$ cat src/hw/rtl/b2b_pkg.sv
package b2b_pkg;

    localparam int ROUNDS      = 12;
    localparam int RND_W       = (ROUNDS > 1) ? $clog2(ROUNDS) : 1;
    localparam int WORD_W      = 64;
    localparam int POS_W       = 4;
    localparam int SLOT_W      = 1;
    localparam int RAM_AW      = POS_W + SLOT_W;
    localparam int RAM_DEPTH   = 1 << RAM_AW;
    localparam int IDX_W       = 3;
    localparam int STEP_W      = 5;
    localparam int SIGMA_ROWS  = 10;
    localparam int RMOD_W      = 4;
    localparam int CFG_IDX_W   = 2;
    localparam int LEN_W       = 8;
    localparam int DIGEST_W    = 7;
    localparam int EQ_W        = 32;

    localparam logic [LEN_W-1:0]  MAX_BLOCK   = 8'd128;
    localparam logic [31:0]       PARAM_BASE  = 32'h0101_0000;
    localparam logic [STEP_W-1:0] STEP_DIAG   = 5'd8;
    localparam logic [STEP_W-1:0] STEP_UNDIAG = 5'd17;
    localparam logic [POS_W-1:0]  LAST_POS    = 4'd15;

    localparam logic [WORD_W-1:0] IV [8] = '{
        64'h6a09e667f3bcc908, 64'hbb67ae8584caa73b,
        64'h3c6ef372fe94f82b, 64'ha54ff53a5f1d36f1,
        64'h510e527fade682d1, 64'h9b05688c2b3e6c1f,
        64'h1f83d9abfb41bd6b, 64'h5be0cd19137e2179
    };

    localparam logic [3:0] SIGMA [SIGMA_ROWS][16] = '{
        '{4'd0, 4'd1, 4'd2, 4'd3, 4'd4, 4'd5, 4'd6, 4'd7,
          4'd8, 4'd9, 4'd10, 4'd11, 4'd12, 4'd13, 4'd14, 4'd15},
        '{4'd14, 4'd10, 4'd4, 4'd8, 4'd9, 4'd15, 4'd13, 4'd6,
          4'd1, 4'd12, 4'd0, 4'd2, 4'd11, 4'd7, 4'd5, 4'd3},
        '{4'd11, 4'd8, 4'd12, 4'd0, 4'd5, 4'd2, 4'd15, 4'd13,
          4'd10, 4'd14, 4'd3, 4'd6, 4'd7, 4'd1, 4'd9, 4'd4},
        '{4'd7, 4'd9, 4'd3, 4'd1, 4'd13, 4'd12, 4'd11, 4'd14,
          4'd2, 4'd6, 4'd5, 4'd10, 4'd4, 4'd0, 4'd15, 4'd8},
        '{4'd9, 4'd0, 4'd5, 4'd7, 4'd2, 4'd4, 4'd10, 4'd15,
          4'd14, 4'd1, 4'd11, 4'd12, 4'd6, 4'd8, 4'd3, 4'd13},
        '{4'd2, 4'd12, 4'd6, 4'd10, 4'd0, 4'd11, 4'd8, 4'd3,
          4'd4, 4'd13, 4'd7, 4'd5, 4'd15, 4'd14, 4'd1, 4'd9},
        '{4'd12, 4'd5, 4'd1, 4'd15, 4'd14, 4'd13, 4'd4, 4'd10,
          4'd0, 4'd7, 4'd6, 4'd3, 4'd9, 4'd2, 4'd8, 4'd11},
        '{4'd13, 4'd11, 4'd7, 4'd14, 4'd12, 4'd1, 4'd3, 4'd9,
          4'd5, 4'd0, 4'd15, 4'd4, 4'd8, 4'd6, 4'd2, 4'd10},
        '{4'd6, 4'd15, 4'd14, 4'd9, 4'd11, 4'd3, 4'd0, 4'd8,
          4'd12, 4'd2, 4'd13, 4'd7, 4'd1, 4'd4, 4'd10, 4'd5},
        '{4'd10, 4'd2, 4'd8, 4'd4, 4'd7, 4'd6, 4'd1, 4'd5,
          4'd15, 4'd11, 4'd9, 4'd14, 4'd3, 4'd12, 4'd13, 4'd0}
    };

    typedef enum logic [CFG_IDX_W-1:0] {
        CFG_DIGEST   = 2'd0,
        CFG_PERSONAL = 2'd1,
        CFG_EQ_N     = 2'd2,
        CFG_EQ_K     = 2'd3
    } cfg_idx_t;

    typedef struct packed {
        logic [DIGEST_W-1:0] digest_bytes;
        logic [WORD_W-1:0]   personal_word;
        logic [EQ_W-1:0]     equihash_n;
        logic [EQ_W-1:0]     equihash_k;
    } cfg_t;

    typedef struct packed {
        logic              reload;
        logic              final_blk;
        logic [WORD_W-1:0] counter;
        logic [SLOT_W-1:0] slot;
    } job_t;

    // message word used by a half-G step; diagonal steps sit one place later
    function automatic logic [POS_W-1:0] msg_sel(logic [RMOD_W-1:0] rmod,
                                                 logic [STEP_W-1:0] step);
        logic [STEP_W-1:0] pos;
        pos = (step < STEP_DIAG) ? step : step - 5'd1;
        return SIGMA[rmod][pos[POS_W-1:0]];
    endfunction

endpackage

$ cat src/hw/rtl/b2b_front.sv
module b2b_front (
    input  logic                                  clk,
    input  logic                                  rst_n,
    input  logic                                  push,
    output logic                                  full,
    input  logic [b2b_pkg::WORD_W-1:0]            msg_word,
    input  logic [b2b_pkg::LEN_W-1:0]             block_len,
    input  logic                                  final_block,
    input  logic                                  start_chain,
    input  logic                                  q_full,
    output logic                                  job_push,
    output b2b_pkg::job_t                         job,
    output logic                                  ram_we,
    output logic [b2b_pkg::RAM_AW-1:0]            ram_waddr,
    output logic [b2b_pkg::WORD_W-1:0]            ram_wdata
);

    import b2b_pkg::*;

    logic [POS_W-1:0]  pos_reg, pos_next;
    logic [SLOT_W-1:0] slot_reg, slot_next;
    logic [WORD_W-1:0] cnt_reg, cnt_next;
    logic              reload_reg, reload_next;

    logic              accept;
    logic [POS_W-1:0]  pos_eff;
    logic [WORD_W-1:0] cnt_eff;
    logic [WORD_W-1:0] cnt_sum;
    logic              reload_eff;

    assign full       = q_full;
    assign accept     = push & ~q_full;
    assign pos_eff    = start_chain ? '0 : pos_reg;
    assign cnt_eff    = start_chain ? '0 : cnt_reg;
    assign cnt_sum    = cnt_eff + {{(WORD_W-LEN_W){1'b0}}, block_len};
    assign reload_eff = start_chain | reload_reg;

    assign ram_we    = accept;
    assign ram_waddr = {slot_reg, pos_eff};
    assign ram_wdata = msg_word;

    assign job.reload    = reload_eff;
    assign job.final_blk = final_block;
    assign job.counter   = cnt_sum;
    assign job.slot      = slot_reg;

    always_comb
    begin
        pos_next    = pos_reg;
        slot_next   = slot_reg;
        cnt_next    = cnt_reg;
        reload_next = reload_reg;
        job_push    = 1'b0;
        if (accept)
        begin
            cnt_next    = cnt_eff;
            reload_next = reload_eff;
            if (pos_eff == LAST_POS)
            begin
                pos_next = '0;
                // an oversized block is dropped
                if (block_len <= MAX_BLOCK)
                begin
                    job_push    = 1'b1;
                    cnt_next    = cnt_sum;
                    reload_next = 1'b0;
                    slot_next   = slot_reg + 1'b1;
                end
            end
            else
            begin
                pos_next = pos_eff + 1'b1;
            end
        end
    end

    always_ff @(posedge clk or negedge rst_n)
    begin
        if (!rst_n)
        begin
            pos_reg    <= '0;
            slot_reg   <= '0;
            cnt_reg    <= '0;
            reload_reg <= 1'b0;
        end
        else
        begin
            pos_reg    <= pos_next;
            slot_reg   <= slot_next;
            cnt_reg    <= cnt_next;
            reload_reg <= reload_next;
        end
    end

endmodule

$ cat config.mk
export PLATFORM = sky130hd
export DESIGN_NAME = b2b_front
export DESIGN_NICKNAME = d
export VERILOG_FILES = /design/src/hw/rtl/b2b_pkg.sv /design/src/hw/rtl/b2b_front.sv
export SDC_FILE = /design/constraint.sdc
export NUM_CORES = 1
export LEC_CHECK = 0
export BUFFER_PORTS_ARGS = -buffer_cell sky130_fd_sc_hd__buf_2
export CORE_MARGIN = 1.5
export CORE_UTILIZATION = 40
export CTS_CLUSTER_DIAMETER = 100
export CTS_CLUSTER_SIZE = 10
export DETAILED_ROUTE_END_ITERATION = 10
export PLACE_DENSITY = 0.66
export SYNTH_ARGS = -nofsm -noshare
export SYNTH_HDL_FRONTEND = slang
export SYNTH_SLANG_ARGS = --single-unit
$ cat constraint.sdc
create_clock -name clk -period 7.7 [get_ports clk]
set_clock_uncertainty 0.1 [all_clocks]
set_input_delay 1.54 -clock clk [delete_from_list [all_inputs] [get_ports clk]]
set_output_delay 1.54 -clock clk [all_outputs]
set_load 0.1 [all_outputs]
After elaboration in Yosys (flattened, before gate mapping):

Cells that the tools add are included.

* $lt $le $gt $ge: 1
* bitwise logic cells: 3
* add/sub/neg operators: 3
* reduce and logical (&&, ||, !) cells: 1
* mux-type cells: 10
* equality and inequality tests: 1

Operators with widths (number)
* 64-bit two-way mux: 3
* 64-bit by 8-bit adder with 64-bit output: 1
* 8-bit <= comparator, second input constant: 1
* 4-bit two-way mux: 2
* 1-bit two-way mux: 5
* 4-bit by 1-bit adder with 4-bit output, second input constant: 1
* 4-bit equality test, second input constant: 1
* 3-bit AND reduction: 1
* 1-bit adder, second input constant: 1
* 1-bit AND: 1
* 1-bit inverter: 1
* 1-bit OR: 1

* output and inout bits: 139
* input bits: 78
* logic and storage cells: 23
* register bits: 70

Longest topological paths before layout:

* depth in word-level cells: 4
* gate-level depth with buffers: 16
* gate-level depth less buffers: 9

Worst setup path after synthesis:

OpenSTA, ideal clock, no wires.

* kind: input port to output port
* start: input start_chain
* end: output job[50] (netlist bit)
* stages on the path: 15
* data required time: 6.060 ns
* data arrival time: 6.355 ns
* path buffers: 7
* slack: -0.295 ns
* cells stage by stage: clkbuf_2 -> clkbuf_1 -> buf_2 -> clkbuf_1 -> clkbuf_1 -> clkbuf_1 -> nor2b_1 -> ha_1 -> clkbuf_1 -> and4_1 -> nand2_1 -> a211oi_1 -> nor2_1 -> or3_1 -> xnor2_1

RTL lines
* start: declaration: line b2b_front.sv:9 `input logic start_chain,`
* end: declaration: line b2b_front.sv:12 `output b2b_pkg::job_t job,`

==> flow_metrics.tcl <==
set metrics [dict create \
    synth_cell_types 75 \
    clockPowerShare_pct 46.2 \
    clk_path_buf_depth 2 \
    grt_pass1_wl_um 30700 \
    fin_nets 900 \
    power_density_nw_per_um2 132 \
    rrSetupSlack_ns 4.24 \
    num_vias 6073 \
    clkSinkCount 70 \
    internal-power_w 0.000664 \
    synthArstFlopShare_pct 100 \
    cts_resized 0 \
    cap_violations 0 \
    placeableCoreArea_sq_um 15900 \
    period_share_pct 84.6 \
    grt_start_max_net_pins 71 \
    synth-edff-count 0 \
    syn_inst 817 \
    use_met3_pct 5.09 \
    cp-start-kind "primary input" \
    cts_tree "built" \
    ctsHoldBuffers 0 \
    p_leak_nw 3.01 \
    grt_pass1_vias 5657 \
    synth_nets 905 \
    drc 0 \
    slew_headroom_pct 28.8 \
    ant_nets 0 \
    use_met2_pct 36.5 \
    die_x_um 131 \
    worst_ep_arrival_time_ns 4.87 \
    setup_viol 0 \
    min_path_type "reg -> reg" \
    grt_setup_unrepaired "false" \
    synth_area_sq_um 6520 \
    whs_ns 0.390 \
    antenna_found_initial 0 \
    dp_hpwl_um 13900 \
    ys_seq_area_share_pct 26.9 \
    r2r_start "cnt_reg[4]" \
    slew_viol_final 0 \
    status "completed" \
    wl_per_cell_um 19.3 \
    top_usage_layer "met2" \
    fin_util_pct 44.4 \
    firstDrtPassIters 5 \
    clkLatencyLatePin_ns 0.35 \
    critical_path_class "in -> out" \
    die_area_sq_um 17100 \
    ys_seq_elements 70 \
    drtIter0Drc 373 \
    drt-total-wl_um 19900 \
    overflow 0 \
    cts_root_buf "clkbuf_16" \
    switching_share_pct 28.8 \
    ios 217 \
    synth_ff_type "dfrtp_1" \
    critical_path_required_ns 6.06 \
    synth_area_per_cell_sq_um 7.98 \
    die_h_um 131 \
    area_delta_synth_final_pct 8.27 \
    grt_util_met1_pct 32.3 \
    std_cell_rows 46 \
    grtUsageTotal_pct 23.4 \
    drive_gt1_share_pct 19.1 \
    switchingPower_w 0.000269 \
    place_congestion 0.870 \
    cts_buffers 9 \
    seqPwrFrac_pct 40.8 \
    post_cts_buffers 0 \
    cp-end-kind "output pin" \
    path_max_fanout 46 \
    vias_per_cell 5.89 \
    peakVddDrop_v 0.0000777 \
    numPortBuffers 86 \
    period_minus_slack_ns 6.51 \
    setup_tns_ns 0 \
    hold_viol 0 \
    yosysWarnings 0 \
    regToRegEndpoint "cnt_reg[15]" \
    startpoint "start_chain" \
    power_frac_comb_pct 13.0 \
    initial_utilization_pct 41.0 \
    max_freq_mhz 154 \
    worstRegToRegCells 8 \
    h-tree-depth 3 \
    largest_reg_flops 64 \
    path_clk_slew_ns 0.05 \
    worstMarginPinSlew_ns 1.07 \
    n_antenna_cell 0 \
    critPathCapture "job[57]" \
]
[per-stage QoR]
stage                     total power (W)  cell area (sq um)  worst slack (ns)  std cells
after floorplan                  0.000637               6660           0.00636        817
after global placement           0.000509               6770              1.29       1017
after detailed placement         0.000509               6770              1.24       1017
after CTS                        0.000938               7060              1.23       1031
after global routing             0.000958               7060              1.03       1031
final                            0.000933               7060              1.19       1031
[layout by cell type, fill, tap and decap left out, types with 5 or more instances in the layout]
master,n
a211oi_1,8
a21o_1,5
a21oi_1,28
a22o_1,8
a31o_2,5
a31oi_1,20
and2_1,6
and3_1,18
and4b_1,8
buf_2,83
buf_4,13
clkbuf_16,9
dfrtp_1,70
ha_1,9
inv_1,21
mux2i_1,7
nand2_1,77
nand2b_1,22
nand3_1,42
nand4_1,27
nand4b_1,5
nor2_1,51
nor2b_1,42
nor3_1,23
nor4_1,14
o21ai_0,27
or3_1,8
or4_1,11
xnor2_1,34
xnor2_2,14
xor2_1,8
[worst max-delay path: stages]
cell	delay, ns
buf_4	0.39
nor2b_1	0.10
ha_1	0.22
fa_1	0.40
a21o_1	0.23
a221oi_2	0.55
o22a_1	0.43
or4_1	0.32
nor3_1	0.11
xor2_2	0.14
buf_2	0.44
[final cells by class]
type / instances / area, sq um
Fill cell: 1659 / 8830
Multi-Input combinational cell: 613 / 4130
Sequential cell: 70 / 1750
Timing Repair Buffer: 97 / 533
Tap cell: 216 / 270
Clock buffer: 13 / 260
Inverter: 21 / 78.8
Clock inverter: 1 / 30.0
[how the worst min path moves through the flow]
stage | start | to | slack, ns | cells past startpoint
2_1_floorplan | pos_reg[1] | pos_reg[1] | 0.35 | 2
6_report | cnt_reg[2] | cnt_reg[2] | 0.39 | 1
3_3_place_gp | cnt_reg[5] | cnt_reg[5] | 0.37 | 1
4_1_cts | cnt_reg[4] | cnt_reg[4] | 0.40 | 1
3_5_place_dp | cnt_reg[4] | cnt_reg[4] | 0.37 | 1
5_1_grt | cnt_reg[4] | cnt_reg[4] | 0.40 | 1
[power by group through the flow]
stage | logic (W) | clock network, W | registers (W)
finish | 0.000121 | 0.000431 | 0.000381
global route | 0.000129 | 0.000447 | 0.000382
CTS | 0.000122 | 0.000435 | 0.000381
detailed placement | 0.000122 | 0 | 0.000387
global placement | 0.000121 | 0 | 0.000387
floorplan | 0.000253 | 0 | 0.000385
[metal layers]
metal / vias up / part of all wire (%)
met4: 0 / 1.8
met1: 2936 / 45
li1: 2870 / -
met2: 237 / 46
met5: - / 0
met3: 30 / 7.5
[cell families after synthesis]
family          count (synthesis)  synth area share, %
flops                          70                 26.9
compound gates                158                 17.6
mux                             8                 1.25
simple gates                  377                 32.2
buf+inv                       134                 11.9
xor+xnor                       60                 8.06
fa+ha+maj                      10                 2.03
[Yosys cell counts (all sizes together), types with 6 or more instances]
cell type  count  area (sq um)
or3            8          50.1
a31oi         20           125
dfrtp         70          1750
nor2b         42           263
ha             9           113
inv           21          78.8
a211oi         8          60.1
xor2          12           105
mux2i          7          70.1
clkbuf        33           128
nand2         78           295
a21oi         30           150
nor3          24           125
nand3         42           210
nor2          51           191
nand2b        22           138
o21ai         28           140
or4           12          93.8
buf           80           569
a22o           8          70.1
and3          18           113
and2           6          37.5
and4b          8          80.1
nor4          18           155
xnor2         48           420
nand4         28           190
Power figures use the tool's default switching activity.
