$ cat config.mk
export PLATFORM = sky130hd
export DESIGN_NAME = b2b_back
export DESIGN_NICKNAME = d
export VERILOG_FILES = /design/src/hw/rtl/b2b_pkg.sv /design/src/hw/rtl/b2b_back.sv
export SDC_FILE = /design/constraint.sdc
export NUM_CORES = 2
export LEC_CHECK = 0
export BUFFER_PORTS_ARGS = -buffer_cell sky130_fd_sc_hd__buf_2
export CORE_UTILIZATION = 35
export CTS_CLUSTER_SIZE = 30
export DETAILED_ROUTE_END_ITERATION = 8
export RECOVER_POWER = 25
export SYNTH_ARGS = -nofsm -noshare
export SYNTH_HDL_FRONTEND = slang
export SYNTH_SLANG_ARGS = --single-unit
$ cat constraint.sdc
create_clock -name clk -period 38.6 [get_ports clk]
set_input_delay 1.93 -clock clk [delete_from_list [all_inputs] [get_ports clk]]
set_output_delay 1.93 -clock clk [all_outputs]
set_load 0.005 [all_outputs]
$ cat src/hw/rtl/b2b_pkg.sv
package b2b_pkg;

    localparam int ROUNDS      = 12;
    localparam int RND_W       = (ROUNDS > 1) ? $clog2(ROUNDS) : 1;
    localparam int WORD_W      = 64;
    localparam int POS_W       = 4;
    localparam int SLOT_W      = 1;
    localparam int RAM_AW      = POS_W + SLOT_W;
    localparam int RAM_DEPTH   = 1 << RAM_AW;
    localparam int IDX_W       = 3;
    localparam int STEP_W      = 5;
    localparam int SIGMA_ROWS  = 10;
    localparam int RMOD_W      = 4;
    localparam int CFG_IDX_W   = 2;
    localparam int LEN_W       = 8;
    localparam int DIGEST_W    = 7;
    localparam int EQ_W        = 32;

    localparam logic [LEN_W-1:0]  MAX_BLOCK   = 8'd128;
    localparam logic [31:0]       PARAM_BASE  = 32'h0101_0000;
    localparam logic [STEP_W-1:0] STEP_DIAG   = 5'd8;
    localparam logic [STEP_W-1:0] STEP_UNDIAG = 5'd17;
    localparam logic [POS_W-1:0]  LAST_POS    = 4'd15;

    localparam logic [WORD_W-1:0] IV [8] = '{
        64'h6a09e667f3bcc908, 64'hbb67ae8584caa73b,
        64'h3c6ef372fe94f82b, 64'ha54ff53a5f1d36f1,
        64'h510e527fade682d1, 64'h9b05688c2b3e6c1f,
        64'h1f83d9abfb41bd6b, 64'h5be0cd19137e2179
    };

    localparam logic [3:0] SIGMA [SIGMA_ROWS][16] = '{
        '{4'd0, 4'd1, 4'd2, 4'd3, 4'd4, 4'd5, 4'd6, 4'd7,
          4'd8, 4'd9, 4'd10, 4'd11, 4'd12, 4'd13, 4'd14, 4'd15},
        '{4'd14, 4'd10, 4'd4, 4'd8, 4'd9, 4'd15, 4'd13, 4'd6,
          4'd1, 4'd12, 4'd0, 4'd2, 4'd11, 4'd7, 4'd5, 4'd3},
        '{4'd11, 4'd8, 4'd12, 4'd0, 4'd5, 4'd2, 4'd15, 4'd13,
          4'd10, 4'd14, 4'd3, 4'd6, 4'd7, 4'd1, 4'd9, 4'd4},
        '{4'd7, 4'd9, 4'd3, 4'd1, 4'd13, 4'd12, 4'd11, 4'd14,
          4'd2, 4'd6, 4'd5, 4'd10, 4'd4, 4'd0, 4'd15, 4'd8},
        '{4'd9, 4'd0, 4'd5, 4'd7, 4'd2, 4'd4, 4'd10, 4'd15,
          4'd14, 4'd1, 4'd11, 4'd12, 4'd6, 4'd8, 4'd3, 4'd13},
        '{4'd2, 4'd12, 4'd6, 4'd10, 4'd0, 4'd11, 4'd8, 4'd3,
          4'd4, 4'd13, 4'd7, 4'd5, 4'd15, 4'd14, 4'd1, 4'd9},
        '{4'd12, 4'd5, 4'd1, 4'd15, 4'd14, 4'd13, 4'd4, 4'd10,
          4'd0, 4'd7, 4'd6, 4'd3, 4'd9, 4'd2, 4'd8, 4'd11},
        '{4'd13, 4'd11, 4'd7, 4'd14, 4'd12, 4'd1, 4'd3, 4'd9,
          4'd5, 4'd0, 4'd15, 4'd4, 4'd8, 4'd6, 4'd2, 4'd10},
        '{4'd6, 4'd15, 4'd14, 4'd9, 4'd11, 4'd3, 4'd0, 4'd8,
          4'd12, 4'd2, 4'd13, 4'd7, 4'd1, 4'd4, 4'd10, 4'd5},
        '{4'd10, 4'd2, 4'd8, 4'd4, 4'd7, 4'd6, 4'd1, 4'd5,
          4'd15, 4'd11, 4'd9, 4'd14, 4'd3, 4'd12, 4'd13, 4'd0}
    };

    typedef enum logic [CFG_IDX_W-1:0] {
        CFG_DIGEST   = 2'd0,
        CFG_PERSONAL = 2'd1,
        CFG_EQ_N     = 2'd2,
        CFG_EQ_K     = 2'd3
    } cfg_idx_t;

    typedef struct packed {
        logic [DIGEST_W-1:0] digest_bytes;
        logic [WORD_W-1:0]   personal_word;
        logic [EQ_W-1:0]     equihash_n;
        logic [EQ_W-1:0]     equihash_k;
    } cfg_t;

    typedef struct packed {
        logic              reload;
        logic              final_blk;
        logic [WORD_W-1:0] counter;
        logic [SLOT_W-1:0] slot;
    } job_t;

    // message word used by a half-G step; diagonal steps sit one place later
    function automatic logic [POS_W-1:0] msg_sel(logic [RMOD_W-1:0] rmod,
                                                 logic [STEP_W-1:0] step);
        logic [STEP_W-1:0] pos;
        pos = (step < STEP_DIAG) ? step : step - 5'd1;
        return SIGMA[rmod][pos[POS_W-1:0]];
    endfunction

endpackage

$ cat src/hw/rtl/b2b_back.sv
module b2b_back (
    input  logic                          clk,
    input  logic                          rst_n,
    input  b2b_pkg::cfg_t                 cfg,
    input  logic                          job_valid,
    input  b2b_pkg::job_t                 job,
    output logic                          job_pop,
    output logic [b2b_pkg::RAM_AW-1:0]    ram_raddr,
    input  logic [b2b_pkg::WORD_W-1:0]    ram_rdata,
    output logic                          empty,
    input  logic                          pop,
    output logic [b2b_pkg::WORD_W-1:0]    hash_word,
    output logic [b2b_pkg::IDX_W-1:0]     word_index,
    output logic                          last_word
);

    import b2b_pkg::*;

    typedef enum logic [4:0] {
        ST_IDLE = 5'b00001,
        ST_INIT = 5'b00010,
        ST_RUN  = 5'b00100,
        ST_FIN  = 5'b01000,
        ST_XFER = 5'b10000
    } state_t;

    state_t             state_reg, state_next;
    logic [STEP_W-1:0]  step_reg, step_next;
    logic [RND_W-1:0]   round_reg, round_next;
    logic [RMOD_W-1:0]  rmod_reg, rmod_next;
    logic [WORD_W-1:0]  v_reg [4][4];
    logic [WORD_W-1:0]  v_next [4][4];
    logic [WORD_W-1:0]  chain_reg [8];
    logic [WORD_W-1:0]  chain_next [8];
    logic [WORD_W-1:0]  chain_init [8];
    logic [WORD_W-1:0]  chain_src [8];
    logic [WORD_W-1:0]  out_word_reg [8];
    logic [IDX_W-1:0]   out_idx_reg;
    logic               out_busy_reg;
    logic               out_load;

    logic [STEP_W-1:0]  nstep;
    logic [RMOD_W-1:0]  nrmod;
    logic               phase;
    logic [WORD_W-1:0]  ga, gb, gc, gd;

    // row k column j holds work word 4k+j; G always works on column 0
    always_comb
    begin
        chain_init[0] = IV[0] ^ {32'd0, PARAM_BASE | {25'd0, cfg.digest_bytes}};
        for (int i = 1; i < 6; i++)
        begin
            chain_init[i] = IV[i];
        end
        chain_init[6] = IV[6] ^ cfg.personal_word;
        chain_init[7] = IV[7] ^ {cfg.equihash_k, cfg.equihash_n};
        for (int i = 0; i < 8; i++)
        begin
            chain_src[i] = job.reload ? chain_init[i] : chain_reg[i];
        end
    end

    // half of the G function per cycle
    always_comb
    begin
        logic [WORD_W-1:0] x;
        logic [WORD_W-1:0] dx;
        logic [WORD_W-1:0] bx;
        phase = (step_reg < STEP_DIAG) ? step_reg[0] : ~step_reg[0];
        ga = v_reg[0][0] + v_reg[1][0] + ram_rdata;
        x  = v_reg[3][0] ^ ga;
        dx = phase ? {x[15:0], x[63:16]} : {x[31:0], x[63:32]};
        gd = dx;
        gc = v_reg[2][0] + gd;
        bx = v_reg[1][0] ^ gc;
        gb = phase ? {bx[62:0], bx[63]} : {bx[23:0], bx[63:24]};
    end

    always_comb
    begin
        nstep = (step_reg == STEP_UNDIAG) ? '0 : step_reg + 1'b1;
        nrmod = rmod_reg;
        if (step_reg == STEP_UNDIAG)
        begin
            nrmod = (rmod_reg == RMOD_W'(SIGMA_ROWS - 1)) ? '0 : rmod_reg + 1'b1;
        end
    end

    always_comb
    begin
        state_next = state_reg;
        step_next  = step_reg;
        round_next = round_reg;
        rmod_next  = rmod_reg;
        v_next     = v_reg;
        chain_next = chain_reg;
        job_pop    = 1'b0;
        out_load   = 1'b0;
        ram_raddr  = {job.slot, msg_sel(nrmod, nstep)};
        unique case (state_reg)
            ST_IDLE:
            begin
                if (job_valid)
                begin
                    state_next = ST_INIT;
                    step_next  = '0;
                    round_next = '0;
                    rmod_next  = '0;
                end
            end
            ST_INIT:
            begin
                ram_raddr = {job.slot, msg_sel('0, '0)};
                for (int j = 0; j < 4; j++)
                begin
                    v_next[0][j] = chain_src[j];
                    v_next[1][j] = chain_src[4 + j];
                    v_next[2][j] = IV[j];
                    v_next[3][j] = IV[4 + j];
                end
                v_next[3][0] = IV[4] ^ job.counter;
                v_next[3][2] = IV[6] ^ {WORD_W{job.final_blk}};
                chain_next   = chain_src;
                state_next   = ST_RUN;
            end
            ST_RUN:
            begin
                if (step_reg == STEP_DIAG)
                begin
                    for (int j = 0; j < 4; j++)
                    begin
                        v_next[1][j] = v_reg[1][(j + 1) % 4];
                        v_next[2][j] = v_reg[2][(j + 2) % 4];
                        v_next[3][j] = v_reg[3][(j + 3) % 4];
                    end
                end
                else if (step_reg == STEP_UNDIAG)
                begin
                    for (int j = 0; j < 4; j++)
                    begin
                        v_next[1][j] = v_reg[1][(j + 3) % 4];
                        v_next[2][j] = v_reg[2][(j + 2) % 4];
                        v_next[3][j] = v_reg[3][(j + 1) % 4];
                    end
                end
                else if (!phase)
                begin
                    v_next[0][0] = ga;
                    v_next[1][0] = gb;
                    v_next[2][0] = gc;
                    v_next[3][0] = gd;
                end
                else
                begin
                    for (int k = 0; k < 4; k++)
                    begin
                        for (int j = 0; j < 3; j++)
                        begin
                            v_next[k][j] = v_reg[k][j + 1];
                        end
                    end
                    v_next[0][3] = ga;
                    v_next[1][3] = gb;
                    v_next[2][3] = gc;
                    v_next[3][3] = gd;
                end
                step_next = nstep;
                rmod_next = nrmod;
                if (step_reg == STEP_UNDIAG)
                begin
                    round_next = round_reg + 1'b1;
                    if (round_reg == RND_W'(ROUNDS - 1))
                    begin
                        state_next = ST_FIN;
                    end
                end
            end
            ST_FIN:
            begin
                for (int i = 0; i < 8; i++)
                begin
                    chain_next[i] = chain_reg[i] ^ v_reg[i / 4][i % 4]
                                  ^ v_reg[2 + i / 4][i % 4];
                end
                state_next = ST_XFER;
            end
            ST_XFER:
            begin
                if (!out_busy_reg)
                begin
                    out_load   = 1'b1;
                    job_pop    = 1'b1;
                    state_next = ST_IDLE;
                end
            end
            default:
            begin
                state_next = ST_IDLE;
            end
        endcase
    end

    assign empty      = ~out_busy_reg;
    assign hash_word  = out_word_reg[out_idx_reg];
    assign word_index = out_idx_reg;
    assign last_word  = (out_idx_reg == IDX_W'(7));

    always_ff @(posedge clk)
    begin
        v_reg <= v_next;
        if (out_load)
        begin
            out_word_reg <= chain_reg;
        end
    end

    always_ff @(posedge clk or negedge rst_n)
    begin
        if (!rst_n)
        begin
            state_reg    <= ST_IDLE;
            step_reg     <= '0;
            round_reg    <= '0;
            rmod_reg     <= '0;
            out_idx_reg  <= '0;
            out_busy_reg <= 1'b0;
            for (int i = 0; i < 8; i++)
            begin
                chain_reg[i] <= '0;
            end
        end
        else
        begin
            state_reg <= state_next;
            step_reg  <= step_next;
            round_reg <= round_next;
            rmod_reg  <= rmod_next;
            chain_reg <= chain_next;
            if (out_load)
            begin
                out_idx_reg  <= '0;
                out_busy_reg <= 1'b1;
            end
            else if (pop && out_busy_reg)
            begin
                out_idx_reg <= out_idx_reg + 1'b1;
                if (out_idx_reg == IDX_W'(7))
                begin
                    out_busy_reg <= 1'b0;
                end
            end
        end
    end

    a_pop_has_job: assert property (@(posedge clk) disable iff (!rst_n)
        job_pop |-> job_valid)
        else $error("job popped from empty queue");

    a_load_from_xfer: assert property (@(posedge clk) disable iff (!rst_n)
        $rose(out_busy_reg) |-> $past(state_reg) == ST_XFER)
        else $error("result buffer loaded outside transfer");

    a_step_range: assert property (@(posedge clk) disable iff (!rst_n)
        (state_reg == ST_RUN) |-> (step_reg <= STEP_UNDIAG))
        else $error("round step out of range");

endmodule
* After elaboration in Yosys (flattened, before gate mapping)
Memories as Yosys holds them, arrays and structs flattened.
Cells that the tools add are included.
** Operators by class
- Add/subtract/negate cells :: 8
- Magnitude comparators :: 5
- Eq/ne operators :: 18
- Multiplexer cells :: 56
- Bitwise logic cells :: 28
- Reductions and logical operators :: 13
** Operators with widths (number)
- one-hot mux 1024 bit (2 select lines) :: 1
- two-way mux 768 bit :: 2
- two-way mux 64 bit :: 18
- bitwise XOR 64 bit :: 18
- one-hot mux 512 bit (2 select lines) :: 1
- two-way mux 192 bit :: 4
- two-way mux 256 bit :: 2
- adder 64 bit :: 3
- binary-select mux 64 bit (select 3 bit) :: 1
- NOT 38 bit :: 2
- NOT 32 bit :: 2
- two-way mux 4 bit :: 8
- NOT 11 -> 32 bit :: 1
- two-way mux 5 bit :: 6
- one-hot mux 5 bit (5 select lines) :: 1
- binary-select mux 4 bit (select 4 bit) :: 1
- one-hot mux 4 bit (2 select lines) :: 2
- inequality test 2 bit (second input constant) :: 7
- equality test 5 x 4 -> 1 bit (second input constant) :: 2
- equality test 5 bit (second input constant) :: 2
- >= comparator 5 bit (second input constant) :: 2
- < comparator 5 x 4 -> 1 bit (second input constant) :: 2
- NOT 4 -> 5 bit :: 2
- one-hot mux 5 bit (2 select lines) :: 1
- other kinds (20) :: 37
** Storage, ports and cells
- Bits in registers :: 2070
- Bits in read-only memories :: 1024
- Logic and storage cells :: 167
- Memories :: 1
** Memories
- (no name shown) :: depth 16, width 64, read ports 1, clocked after Yosys merged registers in 0, wr ports 0, line b2b_pkg.sv:81 : return SIGMA[rmod][pos[POS_W-1:0]];

* Longest topological paths before layout
- Depth after elaboration :: 11
- Gate-level depth with buffers :: 29
- Gate-level depth less buffers :: 28

* Worst setup path after synthesis
No wires, ideal clock.
- Kind :: reg2reg
- Start point :: reg step_reg[1]
- End point :: reg v_reg[0] (netlist name), enable pin
- Library setup time :: 1.530 ns
- Arrival :: 25.699 ns
- Path slack :: 11.371 ns
- Stages on the path, launching flop included :: 10
- Cells stage by stage :: dfrtp_1 -> inv_1 -> ha_1 -> nand2b_1 -> or3b_2 -> clkbuf_1 -> nand2_1 -> nor2_1 -> clkbuf_1 -> nor2_1
** Between the ends
- Word-level cells in the longest chain between the ends :: 4
- Elaborated cells on any way between the ends :: 6
** RTL lines
- start, declared :: line b2b_back.sv:28 : logic [STEP_W-1:0] step_reg, step_next;
- start signal, assigned :: line b2b_back.sv:235 : step_reg <= step_next;
- < comparator 5 x 4 -> 1 bit :: line b2b_back.sv:69 : phase = (step_reg < STEP_DIAG) ? step_reg[0] : ~step_reg[0];
- two-way mux 1 bit :: line b2b_back.sv:69
- inequality test 4 bit (no line) *
- AND reduction 2 bit (no line) *
- end signal, assigned :: line b2b_back.sv:210 : v_reg <= v_next;
- end, declared :: line b2b_back.sv:31 : logic [WORD_W-1:0] v_reg [4][4];
Mark *: on every way between the ends. The rest lies on a longest branch, timed or not.
A chain may end at the register's enable or synchronous reset.

==> impl_metrics.env <==
export IMPL_synthSimpleGateAreaFrac=0.1234
export IMPL_crit_buf_inv=2
export IMPL_cts_hold_buffers=0
export IMPL_routedWlPerCell_microns=33.95
export IMPL_vias=95800
export IMPL_wl_microns=526900
export IMPL_start_util=0.3520
export IMPL_cp_arrival_ns=13.26
export IMPL_setup_viol=0
export IMPL_max_freq_mhz=79.51
export IMPL_dp_hpwl_microns=366200
export IMPL_cp_top_family="compound AO/OA/AOI/OAI gates"
export IMPL_slew_violations=1435
export IMPL_finClkSkew_ns=0.09924
export IMPL_reg2reg_depth=25
export IMPL_numCtsBuffers=223
export IMPL_syn_area_sq_mm=0.1131
export IMPL_drtPass1Iterations=6
export IMPL_fin_setup_tns_ns=0
export IMPL_grt_pass1_vias=87430
export IMPL_crit_path_max_incr_delay_ns=1.24
export IMPL_ctsResizeCount=0
export IMPL_grt_max_degree=138
export IMPL_dpl_cell_area_sq_mm=0.1196
export IMPL_avgSynthCellArea_sq_um=10.31
export IMPL_drt_iter0_markers=14860
export IMPL_critical_path_endpoint="v_reg[534]$_DFFE_PP_"
export IMPL_r2r_start="v_reg[706]$_DFFE_PP_"
export IMPL_place_gp_congestion=1.004
export IMPL_clock_sinks=2070
export IMPL_status="finished with violations"
export IMPL_cts_root_buffer="clkbuf_16"
export IMPL_period_minus_slack_ns=12.58
export IMPL_crit_top_cell="o21ai_0"
export IMPL_synth_cell_types=96
export IMPL_synth_seq_cells=2070
export IMPL_yosys_area_top_type="edfxtp_1"
export IMPL_synth_top_area_share=0.4080
export IMPL_grt_use_total=0.3145
export IMPL_ys_warn_count=0
export IMPL_largest_reg_flops=1024
export IMPL_path_depth=26
export IMPL_dieArea_sq_mm=0.3253
export IMPL_timing_rr_end="v_reg[534]$_DFFE_PP_"
export IMPL_synthArstFlopShare=0.2580
export IMPL_drv_cap=33
export IMPL_synthMuxAreaShare=0.04996
export IMPL_insertion_delay_ns=0.98
export IMPL_fillers=31380
export IMPL_rows=208
export IMPL_grt_overflow=0
export IMPL_synth_edf_count=1536
export IMPL_drive_gt1_frac=0.1109
export IMPL_synth_fp_nets=11450
export IMPL_io_pins=345
export IMPL_hold_path_class="reg2reg"
export IMPL_ctsLongestPathBuffers=4
export IMPL_core_area_sq_mm=0.3211
export IMPL_finalHoldViolCount=0
export IMPL_ff2ff_setup_slack_ns=26.55
export IMPL_worstPathRequired_ns=39.28
export IMPL_drcViolationCount=0
export IMPL_dieHeight_microns=570.3
export IMPL_post_cts_buffers=0
export IMPL_io_buffer_count=342
export IMPL_grt_pass1_wl_microns=720300
export IMPL_synth_ff_type="edfxtp_1"
export IMPL_via_per_inst=6.174
export IMPL_synth_top_family_by_area="compound AO/OA/AOI/OAI gates"
export IMPL_htreeDepth=4
export IMPL_antenna_found_initial=68
export IMPL_syn_inst=10960
export IMPL_synthAdderAreaFrac=0.02789
export IMPL_synth_xor_area_frac=0.06156
export IMPL_synth_compound_area_share=0.1729
export IMPL_final_cell_area_sq_mm=0.1271
export IMPL_nets=11450
export IMPL_syn_to_final_growth_pct=12.41
export IMPL_antenna_left=0
export IMPL_cts_tree="yes"
export IMPL_setup_worst_path_class="in2reg"
export IMPL_hold_worst_slack_ns=0.4491
export IMPL_violations="max-capacitance violations, max-slew violations"
export IMPL_crit_slowest_cell="xor2_1"
export IMPL_grt_setup_unrepaired="false"
export IMPL_worstMarginPinSlew_ns=7.551
export IMPL_cp_startpoint="ram_rdata[1]"
export IMPL_yosysSeqAreaShare=0.5262
export IMPL_chipWidth_microns=570.3
export IMPL_max_slew_margin=-4.034
export IMPL_final_util=0.3957
export IMPL_post_route_period_util=0.3258
export IMPL_clk_pin_slew_ns=0.07
export IMPL_setup_worst_path_start_class="input port"
export IMPL_cp_max_fo=6
export IMPL_cp_end_kind="register"
export IMPL_ys_top_cells_by_area="edfxtp_1, dfrtp_1, nand2_1, o21ai_0, a21oi_1"
placed cells by master (no fill, tap or decap), drive strengths merged, types with 56 or more instances in the layout:
cell,instances
o211ai,173
o21ai,1073
a21o,100
o21bai,148
diode,56
a21oi,933
buf,560
nand2,1739
inv,344
mux2,122
nor3,132
clkbuf,341
mux4,128
fa,65
dfrtp,533
xnor2,280
a221oi,72
nand3,208
nor2,558
a32o,101
a31oi,145
edfxtp,1536
a211oi,72
and3,248
mux2i,139
ha,148
xor2,492
o41ai,80
clkinv,56
nand3b,141
synth_stat cells, drive strengths merged (128+ instances only):
cell	instances
o211ai	173
ha	148
mux4	128
xor2	492
o21ai	1073
nor2	558
nand3	208
nand2	1739
nor3	132
dfrtp	533
o21bai	148
xnor2	280
clkbuf	725
edfxtp	1536
nand3b	141
a21oi	933
a31oi	145
mux2i	139
inv	340
and3	248
worst min path at each step:
| stage | cells past startpoint | to | start | slack [ns] |
|---|---|---|---|---|
| floorplan | 0 | out_word_reg[24]$_DFFE_PP_ | chain_reg[24]$_DFFE_PN0P_ | 0.44 |
| global placement | 0 | out_word_reg[24]$_DFFE_PP_ | chain_reg[24]$_DFFE_PN0P_ | 0.45 |
| detailed placement | 0 | out_word_reg[24]$_DFFE_PP_ | chain_reg[24]$_DFFE_PN0P_ | 0.46 |
| CTS | 0 | out_word_reg[290]$_DFFE_PP_ | chain_reg[290]$_DFFE_PN0P_ | 0.44 |
| global route | 0 | out_word_reg[290]$_DFFE_PP_ | chain_reg[290]$_DFFE_PN0P_ | 0.46 |
| finish | 0 | out_word_reg[290]$_DFFE_PP_ | chain_reg[290]$_DFFE_PN0P_ | 0.45 |
through the flow:
step	setup WS (ns)	cells
after floorplan	11.37	10960
after CTS	26.82	15460
after global placement	25.80	15050
after global routing	26.12	15500
after detailed placement	25.89	15050
final	26.02	15520
cells by family after synthesis:
family                     count (synthesis)
muxes                                    389
and+or+nand+nor                         3181
buffers and inverters                   1143
xor gates and xnor gates                 779
AOI/OAI and AO/OA                       3188
DFF                                     2070
adders and majority gates                213
metal layers:
| metal | global-route usage | routed length [microns] | vias up |
|---|---|---|---|
| met1 | 0.4137 | 199600 | 47810 |
| met5 | 0 | 207 | - |
| met3 | 0.07318 | 60300 | 1296 |
| met2 | 0.4540 | 220200 | 6591 |
| met4 | 0.2260 | 46600 | 32 |
| li1 | - | - | 40070 |
area by class of cell:
class,instances,area (sq um),area share
Multi-Input combinational cell,7750,49570,0.3901
Tap cell,4305,5386,0.04239
Clock inverter,94,1227,0.009659
Clock buffer,316,6321,0.04974
Antenna cell,56,140.1,0.001103
Sequential cell,2070,59500,0.4682
Timing Repair Buffer,585,3659,0.02879
Inverter,341,1281,0.01008
Power is not shown: default switching activity piles up to over one toggle a cycle in this logic, so the estimate is an artifact.
