**config.mk**
```make
export PLATFORM = sky130hd
export DESIGN_NAME = b2b_jobq
export DESIGN_NICKNAME = d
export VERILOG_FILES = /design/src/hw/rtl/b2b_pkg.sv /design/src/hw/rtl/b2b_jobq.sv
export SDC_FILE = /design/constraint.sdc
export NUM_CORES = 1
export LEC_CHECK = 0
export ABC_CLOCK_PERIOD_IN_PS = 2800
export BUFFER_PORTS_ARGS = -buffer_cell sky130_fd_sc_hd__clkbuf_2
export CORE_MARGIN = 4
export CORE_UTILIZATION = 52
export CTS_CLUSTER_SIZE = 20
export DETAILED_ROUTE_END_ITERATION = 8
export GPL_TIMING_DRIVEN = 0
export PLACE_DENSITY = 0.85
export SYNTH_ARGS = -nofsm -noshare
export SYNTH_HDL_FRONTEND = slang
export SYNTH_SLANG_ARGS = --single-unit
```
**constraint.sdc**
```tcl
create_clock -name clk -period 2.8 [get_ports clk]
set_input_delay 0.14 -clock clk [delete_from_list [all_inputs] [get_ports clk]]
set_output_delay 0.14 -clock clk [all_outputs]
set_load 0.005 [all_outputs]
```
**src/hw/rtl/b2b_pkg.sv**
```systemverilog
package b2b_pkg;

    localparam int ROUNDS      = 12;
    localparam int RND_W       = (ROUNDS > 1) ? $clog2(ROUNDS) : 1;
    localparam int WORD_W      = 64;
    localparam int POS_W       = 4;
    localparam int SLOT_W      = 1;
    localparam int RAM_AW      = POS_W + SLOT_W;
    localparam int RAM_DEPTH   = 1 << RAM_AW;
    localparam int IDX_W       = 3;
    localparam int STEP_W      = 5;
    localparam int SIGMA_ROWS  = 10;
    localparam int RMOD_W      = 4;
    localparam int CFG_IDX_W   = 2;
    localparam int LEN_W       = 8;
    localparam int DIGEST_W    = 7;
    localparam int EQ_W        = 32;

    localparam logic [LEN_W-1:0]  MAX_BLOCK   = 8'd128;
    localparam logic [31:0]       PARAM_BASE  = 32'h0101_0000;
    localparam logic [STEP_W-1:0] STEP_DIAG   = 5'd8;
    localparam logic [STEP_W-1:0] STEP_UNDIAG = 5'd17;
    localparam logic [POS_W-1:0]  LAST_POS    = 4'd15;

    localparam logic [WORD_W-1:0] IV [8] = '{
        64'h6a09e667f3bcc908, 64'hbb67ae8584caa73b,
        64'h3c6ef372fe94f82b, 64'ha54ff53a5f1d36f1,
        64'h510e527fade682d1, 64'h9b05688c2b3e6c1f,
        64'h1f83d9abfb41bd6b, 64'h5be0cd19137e2179
    };

    localparam logic [3:0] SIGMA [SIGMA_ROWS][16] = '{
        '{4'd0, 4'd1, 4'd2, 4'd3, 4'd4, 4'd5, 4'd6, 4'd7,
          4'd8, 4'd9, 4'd10, 4'd11, 4'd12, 4'd13, 4'd14, 4'd15},
        '{4'd14, 4'd10, 4'd4, 4'd8, 4'd9, 4'd15, 4'd13, 4'd6,
          4'd1, 4'd12, 4'd0, 4'd2, 4'd11, 4'd7, 4'd5, 4'd3},
        '{4'd11, 4'd8, 4'd12, 4'd0, 4'd5, 4'd2, 4'd15, 4'd13,
          4'd10, 4'd14, 4'd3, 4'd6, 4'd7, 4'd1, 4'd9, 4'd4},
        '{4'd7, 4'd9, 4'd3, 4'd1, 4'd13, 4'd12, 4'd11, 4'd14,
          4'd2, 4'd6, 4'd5, 4'd10, 4'd4, 4'd0, 4'd15, 4'd8},
        '{4'd9, 4'd0, 4'd5, 4'd7, 4'd2, 4'd4, 4'd10, 4'd15,
          4'd14, 4'd1, 4'd11, 4'd12, 4'd6, 4'd8, 4'd3, 4'd13},
        '{4'd2, 4'd12, 4'd6, 4'd10, 4'd0, 4'd11, 4'd8, 4'd3,
          4'd4, 4'd13, 4'd7, 4'd5, 4'd15, 4'd14, 4'd1, 4'd9},
        '{4'd12, 4'd5, 4'd1, 4'd15, 4'd14, 4'd13, 4'd4, 4'd10,
          4'd0, 4'd7, 4'd6, 4'd3, 4'd9, 4'd2, 4'd8, 4'd11},
        '{4'd13, 4'd11, 4'd7, 4'd14, 4'd12, 4'd1, 4'd3, 4'd9,
          4'd5, 4'd0, 4'd15, 4'd4, 4'd8, 4'd6, 4'd2, 4'd10},
        '{4'd6, 4'd15, 4'd14, 4'd9, 4'd11, 4'd3, 4'd0, 4'd8,
          4'd12, 4'd2, 4'd13, 4'd7, 4'd1, 4'd4, 4'd10, 4'd5},
        '{4'd10, 4'd2, 4'd8, 4'd4, 4'd7, 4'd6, 4'd1, 4'd5,
          4'd15, 4'd11, 4'd9, 4'd14, 4'd3, 4'd12, 4'd13, 4'd0}
    };

    typedef enum logic [CFG_IDX_W-1:0] {
        CFG_DIGEST   = 2'd0,
        CFG_PERSONAL = 2'd1,
        CFG_EQ_N     = 2'd2,
        CFG_EQ_K     = 2'd3
    } cfg_idx_t;

    typedef struct packed {
        logic [DIGEST_W-1:0] digest_bytes;
        logic [WORD_W-1:0]   personal_word;
        logic [EQ_W-1:0]     equihash_n;
        logic [EQ_W-1:0]     equihash_k;
    } cfg_t;

    typedef struct packed {
        logic              reload;
        logic              final_blk;
        logic [WORD_W-1:0] counter;
        logic [SLOT_W-1:0] slot;
    } job_t;

    // message word used by a half-G step; diagonal steps sit one place later
    function automatic logic [POS_W-1:0] msg_sel(logic [RMOD_W-1:0] rmod,
                                                 logic [STEP_W-1:0] step);
        logic [STEP_W-1:0] pos;
        pos = (step < STEP_DIAG) ? step : step - 5'd1;
        return SIGMA[rmod][pos[POS_W-1:0]];
    endfunction

endpackage

```
**src/hw/rtl/b2b_jobq.sv**
```systemverilog
module b2b_jobq (
    input  logic          clk,
    input  logic          rst_n,
    input  logic          push,
    input  b2b_pkg::job_t din,
    input  logic          pop,
    output b2b_pkg::job_t dout,
    output logic          valid,
    output logic          full
);

    import b2b_pkg::*;

    job_t       entry_reg [2];
    logic       wr_ptr_reg, wr_ptr_next;
    logic       rd_ptr_reg, rd_ptr_next;
    logic [1:0] count_reg, count_next;

    assign dout  = entry_reg[rd_ptr_reg];
    assign valid = (count_reg != 2'd0);
    assign full  = (count_reg == 2'd2);

    always_comb
    begin
        wr_ptr_next = wr_ptr_reg ^ push;
        rd_ptr_next = rd_ptr_reg ^ pop;
        count_next  = count_reg + {1'b0, push} - {1'b0, pop};
    end

    always_ff @(posedge clk)
    begin
        if (push)
        begin
            entry_reg[wr_ptr_reg] <= din;
        end
    end

    always_ff @(posedge clk or negedge rst_n)
    begin
        if (!rst_n)
        begin
            wr_ptr_reg <= 1'b0;
            rd_ptr_reg <= 1'b0;
            count_reg  <= 2'd0;
        end
        else
        begin
            wr_ptr_reg <= wr_ptr_next;
            rd_ptr_reg <= rd_ptr_next;
            count_reg  <= count_next;
        end
    end

endmodule

```
; Word-level counts from Yosys, hierarchy flattened
; Memory sizes are Yosys's and may differ from the RTL's.
; Index checks and enable logic that the tools add are counted.
[totals]
inputBits = 71
reg_bits = 4
out_inout_bits = 69
ramBits = 134
n_memories = 1
wordCells = 12
[mem_list]
columns = name, depth, width, read_ports, rd_ports_with_merged_regs, write_ports, line
row1 = entry_reg, 2, 67, 1, 0, 1, b2b_jobq.sv:14  ; job_t entry_reg [2];
[op_classes]
bitwise_logic = 2
mux = 2
n_reduce_logical = 1
n_addsub = 2
n_eq_ne = 1
[op_table]
columns = op, count
row1 = $add A2 B1 Y2, 1
row2 = $eq A2 B2 Y1 const B, 1
row3 = $mux W1, 2
row4 = $reduce_bool A2 Y1, 1
row5 = $sub A2 B1 Y2, 1
row6 = $xor A1 B1 Y1, 2

; Longest topological paths before layout
; Gate-level depths: netlist of run 1.
[logic_depth]
ltp_word = 2
mapped_depth = 5
ltp_nobuf = 5

; Worst setup path before layout of run 1
; No wires, ideal clock.
[synth_timing]
kind = register -> register
startpoint = register wr_ptr_reg
endpoint = memory entry_reg[0][0] (netlist bit) (enable)
setup_slack_ns = 0.338
path_stages_with_launch = 3
period_less_slack_ns = 2.462
arrival_ns = 2.029
cell_sequence = dfrtp_1 inv_1 ha_1
[synth_rtl]
columns = element, line
row1 = "start, declared", b2b_jobq.sv:15  ; logic wr_ptr_reg, wr_ptr_next;
row2 = "start signal, assigned", b2b_jobq.sv:48  ; wr_ptr_reg <= wr_ptr_next;
row3 = "end, declared", b2b_jobq.sv:14
; Straight into the memory's write port.

==> out/qor.yml, run 1 <==
status: "finished clean"
vdd_drop_max_v: 0.000628
cp.depth: 5
grt_max_degree: 45
nFillCells: 519
cp_num_buf_inv: 4
die_w_um: 107
first_global_vias: 3342
fin_nets: 531
area_growth_syn_to_layout_pct: 43.0
holdWs_ns: 0.363
skew_ns: 0.00685
grt_overflow: 0
ios: 140
portBuffers: 139
setup_violations: 0
min_path_cells: 2
wl_per_cell_um: 17.9
ctsHtreeMaxLevel: 4
hold_violations: 0
max-cap-violations: 0
yosysMostFrequentCell: "edfxtp_1"
cts_max_path_buffers: 2
ys_top_cells_by_area: "edfxtp_1 78%, mux2_2 10%, mux2_4 5.9%"
worstSetupPathType: "reg -> out"
ys_types: 12
synth_top_cell_by_area: "edfxtp_1"
crit_family: "buffers and inverters"
largest_reg_flops: 134
end_kind: "primary output"
rsz0062_at_grt: "no"
yosysWarnings: 0
clock-sinks: 138
tightest_slew_ns: 0.470
netlist.area_leader.share_pct: 78.5
yosys-top-cells-count: "134 x edfxtp_1, 47 x mux2_2, 20 x mux2_4"
vias: 2917
multi_input_area_um2: 950
seq_area_um2: 4120
hp-class: "in -> reg"
grt_pass1_wl_um: 16500
synthCells: 225
synth_area_um2: 5130
arrival_ns: 1.75
start_util_pct: 54.5
clk_pin_slew_ns: 0.06
cts_root_buffer: "clkbuf_8"
drt-initial-drc-count: 144
total_leakage_power_nw: 2.93
core-area_um2: 9420
fp.dieH_um: 107
ant_nets: 0
die-area_um2: 11500
max_freq_ghz: 0.530
finalPower_mw: 6.93
routed_wirelength_um: 10700
tritoncts: "built"
crit_path_start_kind: "flop"
crit_path_top_delay_cell: "dfrtp_1"
finalMaxSlewViolations: 0
critPathRequiredTime_ns: 2.66
synth_edf_count: 134
clock_latency_ns: 0.50
power_density_nw_per_um2: 945
async_flop_share_pct: 2.90
grt_antenna_before_repair: 0
place_hpwl_um: 6050
r2r_cells: 3
cts_buffers: 17
place.gp.congestion: 0.680
syn_avg_cell_area_um2: 22.8
drt_pre_antenna_iters: 4
synthFlopType: "edfxtp_1"
path_cells: "buf_6, buf_6, buf_6, mux2_4, clkbuf_2"
path_common_cell: "buf_6"
post_cts_resized: 0
drc_errors: 0
synth-seq-area-share_pct: 80.4
antenna_cells: 0
path_max_fanout: 10
synth_seq_cells: 138
maxSlewHeadroom_pct: 68.6
vias_per_cell: 4.88
fin_crit_sh_pct: 67.4
slowest_delay_ns: 0.35
gr-usage-all-layers_pct: 19.3
final_layout_size_suffix_gt1_share_pct: 53.1
synth_nets: 300
std_cell_rows: 35
fin_crit_ns: 1.89
final cells by class:
cell class / count / area share (%)
plain buffers: 8 / 0.887
clock buffers: 19 / 5.75
clock inverters: 13 / 1.95
inverters: 4 / 0.205
multi-input cells: 75 / 13.0
flip-flops and latches: 138 / 56.2
well taps: 129 / 2.20
repair buffers: 212 / 19.8
placed cells by master, fill, tap and decap left out:
master           n
buf_2            4
clkinv_2         2
edfxtp_1       134
buf_6            4
clkbuf_8         1
nor2b_1          1
clkinvlp_4       5
ha_1             2
buf_12           1
or2_2            1
buf_16           1
mux2_2          47
inv_1            4
dlygate4sd3_1   71
xor2_1           1
clkinv_4         1
mux2_4          20
ha_4             2
clkbuf_16       16
xor3_1           1
dfrtp_1          4
clkbuf_2       139
inv_6            3
bufinv_16        2
clkbuf_1         2
path summary, 6_finish.rpt:
path	from	to	slack, ns
min in group asynchronous	rst_n	count_reg[0]	0.53
max in group asynchronous	rst_n	wr_ptr_reg	2.09
worst max register to register	wr_ptr_reg	entry_reg[0][47]	1.22
worst min-delay path	din[64]	entry_reg[0][64]	0.36
worst min register to register	count_reg[1]	count_reg[1]	0.68
worst max-delay path	rd_ptr_reg	dout[37]	0.91
cells by family (layout without fill, tap and decap cells):
group | after synthesis | in the layout | share of synthesized area, %
xor gates and xnor gates | 2 | 2 | 0.634
DFF | 138 | 138 | 80.4
and+or+nand+nor | 2 | 2 | 0.244
adders and majority gates | 4 | 4 | 0.976
muxes | 67 | 67 | 16.2
buffers and inverters | 12 | 256 | 1.56
worst register-to-register path, cell delays in order (launching register included):
cell and delay (ns):
dfrtp_1 0.40, inv_1 0.10, ha_4 0.44, buf_12 0.31
report_power, final:
part           total (mW)  switching [mW]  leakage [nW]  internal (mW)
combinational        1.96           0.902          1.36           1.06
sequential           2.85           0.110          1.30           2.74
clock                2.12           0.846         0.261           1.27
total                6.93            1.86          2.93           5.08
what timing repair did:
action                                 CTS  global route
setup buffers                            0             0
endpoints found under the hold margin  140             0
hold buffers                            71             0
metal layers:
| metal | vias up | wire, um | part of all wire (%) | track usage, % |
|---|---|---|---|---|
| li1 | 1347 | - | - | - |
| met1 | 1438 | 3970 | 37 | 19.8 |
| met2 | 115 | 5830 | 55 | 36.4 |
| met3 | 17 | 703 | 6.6 | 6.84 |
| met4 | 0 | 186 | 1.7 | 6.21 |
| met5 | - | 0 | 0 | 0 |
per-stage QoR:
step	util [%]	instance area (um^2)	setup WS (ns)	TNS [ns]	instances
after global routing	77.9	7330	0.832	0	598
after CTS	77.9	7330	0.874	0	598
final	77.9	7330	0.912	0	598
after detailed placement	64.3	6060	1.21	0	495
after global placement	63.6	5990	-0.472	-57.64	493
after floorplan	-	5130	0.338	0	225
No activity file was read; power rests on OpenSTA's default activity.
==> inputs of run 2 (changes only) <==
Settings changed: ABC_CLOCK_PERIOD_IN_PS 2800 to 1800.
Clock period 2.8 ns to 1.8 ns, I/O delays scaled along.
==> run 2 against run 1 <==
  * Sequential power increased by 56%
  * Routed wire length decreased by 2.8%
  * Setup slack got worse by 0.88 ns
  * Register-to-register slack got worse by 0.93 ns
  * Power increased by 58%
  * Cell count increased by 0.17%
  * Clock skew decreased by 0.00075 ns
  * Critical path depth decreased by 1
  * Cell area increased by 1.1%
  * Combinational power increased by 66%
  * Global-route usage decreased by 0.53 points
  * Critical endpoint is now dout[52]
  * Largest cell class unchanged
==> out/qor.yml, run 2 (same netlist as run 1, synthesis figures left out) <==
fin_nets: 532  # +0.19%
fin_cells: 599  # +0.17%
gr-usage-all-layers_pct: 18.8  # -0.53 points
fin_crit_ns: 1.77
vias_per_cell: 4.86  # -0.27%
grt_max_degree: 46  # +2.2%
arrival_ns: 1.68  # -0.07 ns
hp-class: "in -> reg"
slowest_delay_ns: 0.46  # +0.11 ns
hold_violations: 0  # unchanged
drt-initial-drc-count: 135  # -6.3%
grt_pass1_wl_um: 16300  # -1.2%
drt_pre_antenna_iters: 4  # unchanged
wl_per_cell_um: 17.3  # -3.0%
core-area_um2: 9420  # unchanged
finalMaxSlewViolations: 0  # unchanged
end_kind: "primary output"
layout.cells.most_common: "clkbuf_2"
vias: 2914  # -0.10%
place.gp.congestion: 0.686  # +0.97%
area_growth_syn_to_layout_pct: 44.6
min_path_cells: 2  # unchanged
fp.dieH_um: 107  # unchanged
cts_buffers: 17  # unchanged
vdd_drop_max_v: 0.00100  # +60%
largest_reg_flops: 134  # unchanged
path_common_cell: "buf_12"
die_w_um: 107  # unchanged
routed_wirelength_um: 10400  # -2.8%
max-cap-violations: 0  # unchanged
final_layout_size_suffix_gt1_share_pct: 53.2  # +0.10 points
final_cell_mix: "139 x clkbuf_2, 134 x edfxtp_1, 71 x dlygate4sd3_1"
place_hpwl_um: 6100  # +0.85%
clock_latency_ns: 0.50  # about the same
path_cells: "buf_12, buf_12, mux2_4, clkbuf_2"
min-delay-start: "din[45]"
placed_area_um2: 6070  # +0.12%
status: "finished clean"
worstReg2RegEnd: "entry_reg[0][28]"
grt_antenna_before_repair: 0  # unchanged
portBuffers: 139  # unchanged
max_freq_ghz: 0.565
clock-sinks: 138  # unchanged
place_inst: 495  # unchanged
start_util_pct: 54.5  # unchanged
skew_ns: 0.00610  # -0.000746 ns
finalPower_mw: 11.0  # +58%
ant_nets: 0  # unchanged
postLayoutCellArea_um2: 7420  # +1.1%
cts_root_buffer: "clkbuf_8"
grt_overflow: 0  # unchanged
fin_crit_sh_pct: 98.3
power_density_nw_per_um2: 1480  # +57%
regToRegSetupSlack_ns: 0.29  # -0.93 ns
crit_path_top_delay_cell: "dfrtp_2"
tritoncts: "built"
path_max_fanout: 10  # unchanged
holdWs_ns: 0.318  # -0.0456 ns
cts_max_path_buffers: 2  # unchanged
ios: 140  # unchanged
r2r_cells: 3  # unchanged
std_cell_rows: 35  # unchanged
crit_path_start_kind: "flop"
reg2reg_from: "wr_ptr_reg"
ctsHtreeMaxLevel: 4  # unchanged
clk_pin_slew_ns: 0.06  # about the same
total_leakage_power_nw: 2.96  # +1.2%
worstSetupPathType: "reg -> out"
setup_violations: 0  # unchanged
first_global_vias: 3204  # -4.1%
rsz0062_at_grt: "yes"
die-area_um2: 11500  # unchanged
drc_errors: 0  # unchanged
antenna_cells: 0  # unchanged
min_to: "entry_reg[0][45]"
tightest_slew_ns: 0.367  # -0.104 ns
critPathRequiredTime_ns: 1.71  # -0.95 ns
maxSlewHeadroom_pct: 75.6  # +6.9 points
## run 2: changes by cell type in the layout (fill, tap and decap cells not counted), moves of 2 or more
cell      previous run  this run
buf_6                4         0
buf_16               1         3
buf_12               1         3
clkinv_2             2         0
buf_2                4         0
buf_4                0         3
clkinv_4             1         3
## run 2: per-layer routing
layer,wire (um),global-route usage [%],part of all wire [%],vias to the layer above
li1,-,-,-,1359
met1,3920,21.8,38,1420
met2,5660,33.7,54,122
met3,685,5.34,6.6,13
met4,127,5.94,1.2,0
met5,0,0,0,-
## run 2: power breakdown
part,internal (mW),switching [mW]
logic,1.82,1.43
registers,4.27,0.188
clock network,1.99,1.28
## run 2: area by class of cell
cell class,instances,area [um^2]
flip-flops and latches,138,4130
fillers,495,2000
repair buffers,214,1500
multi-input cells,75,953
clock buffers,20,425
well taps,129,161
clock inverters,12,143
plain buffers,7,90.1
inverters,4,15.0
## run 2: metrics by stage
stage,utilization [%],setup TNS [ns],worst slack (ns)
floorplan,-,0,0.0421
detailed placement,64.4,0,0.280
finish,78.8,0,0.0301
CTS,78.7,0,0.000386
global placement,63.6,-47.93,-0.398
global route,78.8,-0.292,-0.0279
## run 2: what timing repair did
| item | in CTS | in global routing |
|---|---|---|
| resized for setup | 12 | 3 |
| hold buffers | 71 | 0 |
| buffers inserted | 1 | 0 |
| endpoints found under the setup margin | 42 | 32 |
| pin swaps | 0 | 0 |
| gates cloned | 1 | 0 |
| hold endpoints to repair | 141 | 0 |
## run 2: how the worst max path moves through the flow
| stage | startpoint | depth (start not counted) | slack, ns | endpoint |
|---|---|---|---|---|
| finish | rd_ptr_reg | 4 | 0.03 | dout[52] |
| global route | rd_ptr_reg | 4 | -0.03 | dout[4] |
| CTS | rd_ptr_reg | 3 | 0.0004 | dout[12] |
| detailed placement | wr_ptr_reg | 3 | 0.28 | entry_reg[0][64] |
| global placement | wr_ptr_reg | 2 | -0.40 | entry_reg[0][37] |
| floorplan | wr_ptr_reg | 2 | 0.04 | entry_reg[0][0] |
## run 2: worst max-delay path, delay by kind of cell, from the launching register on
kind                   cells  cell delay (ns)
buffers and inverters      3             0.42
multiplexers               1             0.30
flip-flops                 1             0.46
==> inputs of run 3 (changes only) <==
Settings changed: BUFFER_PORTS_ARGS -buffer_cell sky130_fd_sc_hd__clkbuf_2 to default, CORE_UTILIZATION 52 to 55, CTS_BUF_LIST from default to sky130_fd_sc_hd__clkbuf_16, DONT_BUFFER_PORTS from default to 1, PLACE_DENSITY 0.85 to 0.76.
==> run 3 against run 2 <==
  * Combinational power decreased by 27%
  * Fmax increased by 7.8%
  * Die area decreased by 5.1%
  * Critical path depth unchanged
  * Largest cell class unchanged
  * First-iteration DRC count decreased by 25%
  * Highest routed layer unchanged
  * Routed wire length decreased by 8.4%
  * Critical endpoint is now dout[53]
  * Register-to-register slack got worse by 0.08 ns
  * Flip-flop and latch count unchanged
  * Via count decreased by 18%
  * Power decreased by 9.0%
==> out/qor.yml, run 3 (same netlist as run 1, synthesis figures left out) <==
fin_nets: 391  # -27%
slowest_delay_ns: 0.35  # -0.11 ns
critPathRequiredTime_ns: 1.71  # about the same
die-area_um2: 10900  # -5.1%
postLayoutCellArea_um2: 6570  # -11%
drc_errors: 0  # unchanged
grt_pass1_wl_um: 14700  # -9.6%
clock_latency_ns: 0.40  # -0.10 ns
wl_per_cell_um: 21.8  # +26%
hp-class: "in -> reg"
worstSetupPathType: "reg -> out"
grt_overflow: 0  # unchanged
antenna_cells: 0  # unchanged
fp.dieH_um: 105  # -2.6%
setup_violations: 0  # unchanged
clk_pin_slew_ns: 0.06  # about the same
final_layout_size_suffix_gt1_share_pct: 32.8  # -20 points
std_cell_rows: 34  # -2.9%
placed_area_um2: 5290  # -13%
routed_wirelength_um: 9510  # -8.4%
crit_path_top_delay_cell: "dfrtp_1"
max_freq_ghz: 0.609  # +7.8%
grt_antenna_before_repair: 0  # unchanged
finalCoreUtilization_pct: 73.9  # -4.9 points
crit_family: "buffers and inverters"
cts_max_path_buffers: 2  # unchanged
first_global_vias: 2658  # -17%
path_cells: "buf_6, buf_6, buf_6, mux2_4"
cts_buffers: 17  # unchanged
tightest_slew_ns: 0.941  # +0.574 ns
path_max_fanout: 10  # unchanged
ant_nets: 0  # unchanged
clock-sinks: 138  # unchanged
status: "finished clean"
layout.cells.most_common: "edfxtp_1"
drt_pre_antenna_iters: 4  # unchanged
total_leakage_power_nw: 2.34  # -21%
vdd_drop_max_v: 0.00103  # +2.8%
power_density_nw_per_um2: 1520  # +2.7%
finalPower_mw: 10.0  # -9.0%
post_cts_resized: 0  # -12
hold_violations: 0  # unchanged
holdWs_ns: 0.0880  # -0.230 ns
fin_crit_ns: 1.64  # -0.128 ns
place_hpwl_um: 5350  # -12%
fin_tns_setup_ns: 0  # unchanged
fin_crit_sh_pct: 91.2  # -7.1 points
drt-initial-drc-count: 101  # -25%
skew_ns: 0.00575  # -0.000348 ns
area_growth_syn_to_layout_pct: 28.2
seq_area_um2: 4120  # about the same
crit_path_start_kind: "flop"
setup_slack_ns: 0.158  # +0.128 ns
cp_num_buf_inv: 3  # unchanged
die_w_um: 105  # -2.6%
dp_slack_ns: 0.116  # -0.164 ns
grt_max_degree: 68  # +48%
core-area_um2: 8890  # -5.6%
place.gp.congestion: 0.675  # -1.6%
cts_root_buffer: "clkbuf_16"
gr-usage-all-layers_pct: 17.8  # -0.96 points
ios: 140  # unchanged
rsz0062_at_grt: "no"
largest_reg_flops: 134  # unchanged
portBuffers: 0  # -100%
end_kind: "primary output"
ctsHtreeMaxLevel: 4  # unchanged
nFillCells: 503  # +1.6%
fin_cells: 437  # -27%
arrival_ns: 1.55  # -0.13 ns
multi_input_area_um2: 950  # -0.39%
start_util_pct: 57.7  # +3.2 points
max-cap-violations: 0  # unchanged
path_common_cell: "buf_6"
vias_per_cell: 5.46  # +12%
maxSlewHeadroom_pct: 37.3  # -38 points
final_cell_mix: "134 x edfxtp_1, 71 x dlygate4sd3_1, 47 x mux2_2"
finalMaxSlewViolations: 0  # unchanged
place_inst: 333  # -33%
tritoncts: "built"
vias: 2385  # -18%
==> run 3: changes by cell type in the layout (fill, tap and decap cells not counted), sizes merged <==
cell	delta
clkinvlp	+1
buf	-1
clkbuf	-143
clkinv	+1
bufinv	-1
inv	+2
==> run 3: final timing paths <==
| check | cells past startpoint | startpoint | to | slack [ns] |
|---|---|---|---|---|
| setup / recovery | 4 | rd_ptr_reg | dout[53] | 0.16 |
| hold / removal | 2 | pop | count_reg[1] | 0.09 |
| setup reg to reg | 1 | wr_ptr_reg | entry_reg[1][29] | 0.21 |
| hold reg to reg | 1 | count_reg[1] | count_reg[1] | 0.69 |
| max in group asynchronous | 2 | rst_n | rd_ptr_reg | 1.10 |
| min in group asynchronous | 2 | rst_n | count_reg[1] | 0.52 |
==> run 3: layout make-up <==
| class | count | share of cell area (%) |
|---|---|---|
| tap | 108 | 2.06 |
| inverter | 4 | 0.228 |
| timing repair buffer | 72 | 11.1 |
| clock buffer | 17 | 6.47 |
| buffer | 8 | 0.990 |
| multi-input combinational | 75 | 14.4 |
| clock inverter | 15 | 1.94 |
| sequential | 138 | 62.7 |
==> run 3: layer usage <==
| metal | GRT usage (%) | up-vias | share of wire (%) |
|---|---|---|---|
| met5 | 0 | - | 0 |
| met4 | 7.79 | 0 | 0.59 |
| met3 | 7.09 | 6 | 7.9 |
| met2 | 30.1 | 109 | 52 |
| met1 | 20.2 | 1192 | 39 |
| li1 | - | 1078 | - |
==> run 3: power breakdown <==
part           total, mW  switching, mW  internal [mW]
logic               2.37           1.20           1.17
clock network       3.18           1.28           1.90
registers           4.45          0.176           4.28
total               10.0           2.66           7.34
==> run 3: timing repair <==
action,4_1_cts,5_1_grt
buffers inserted,0,1
hold endpoints to repair,142,0
setup endpoints to repair,0,9
hold buffers,71,0
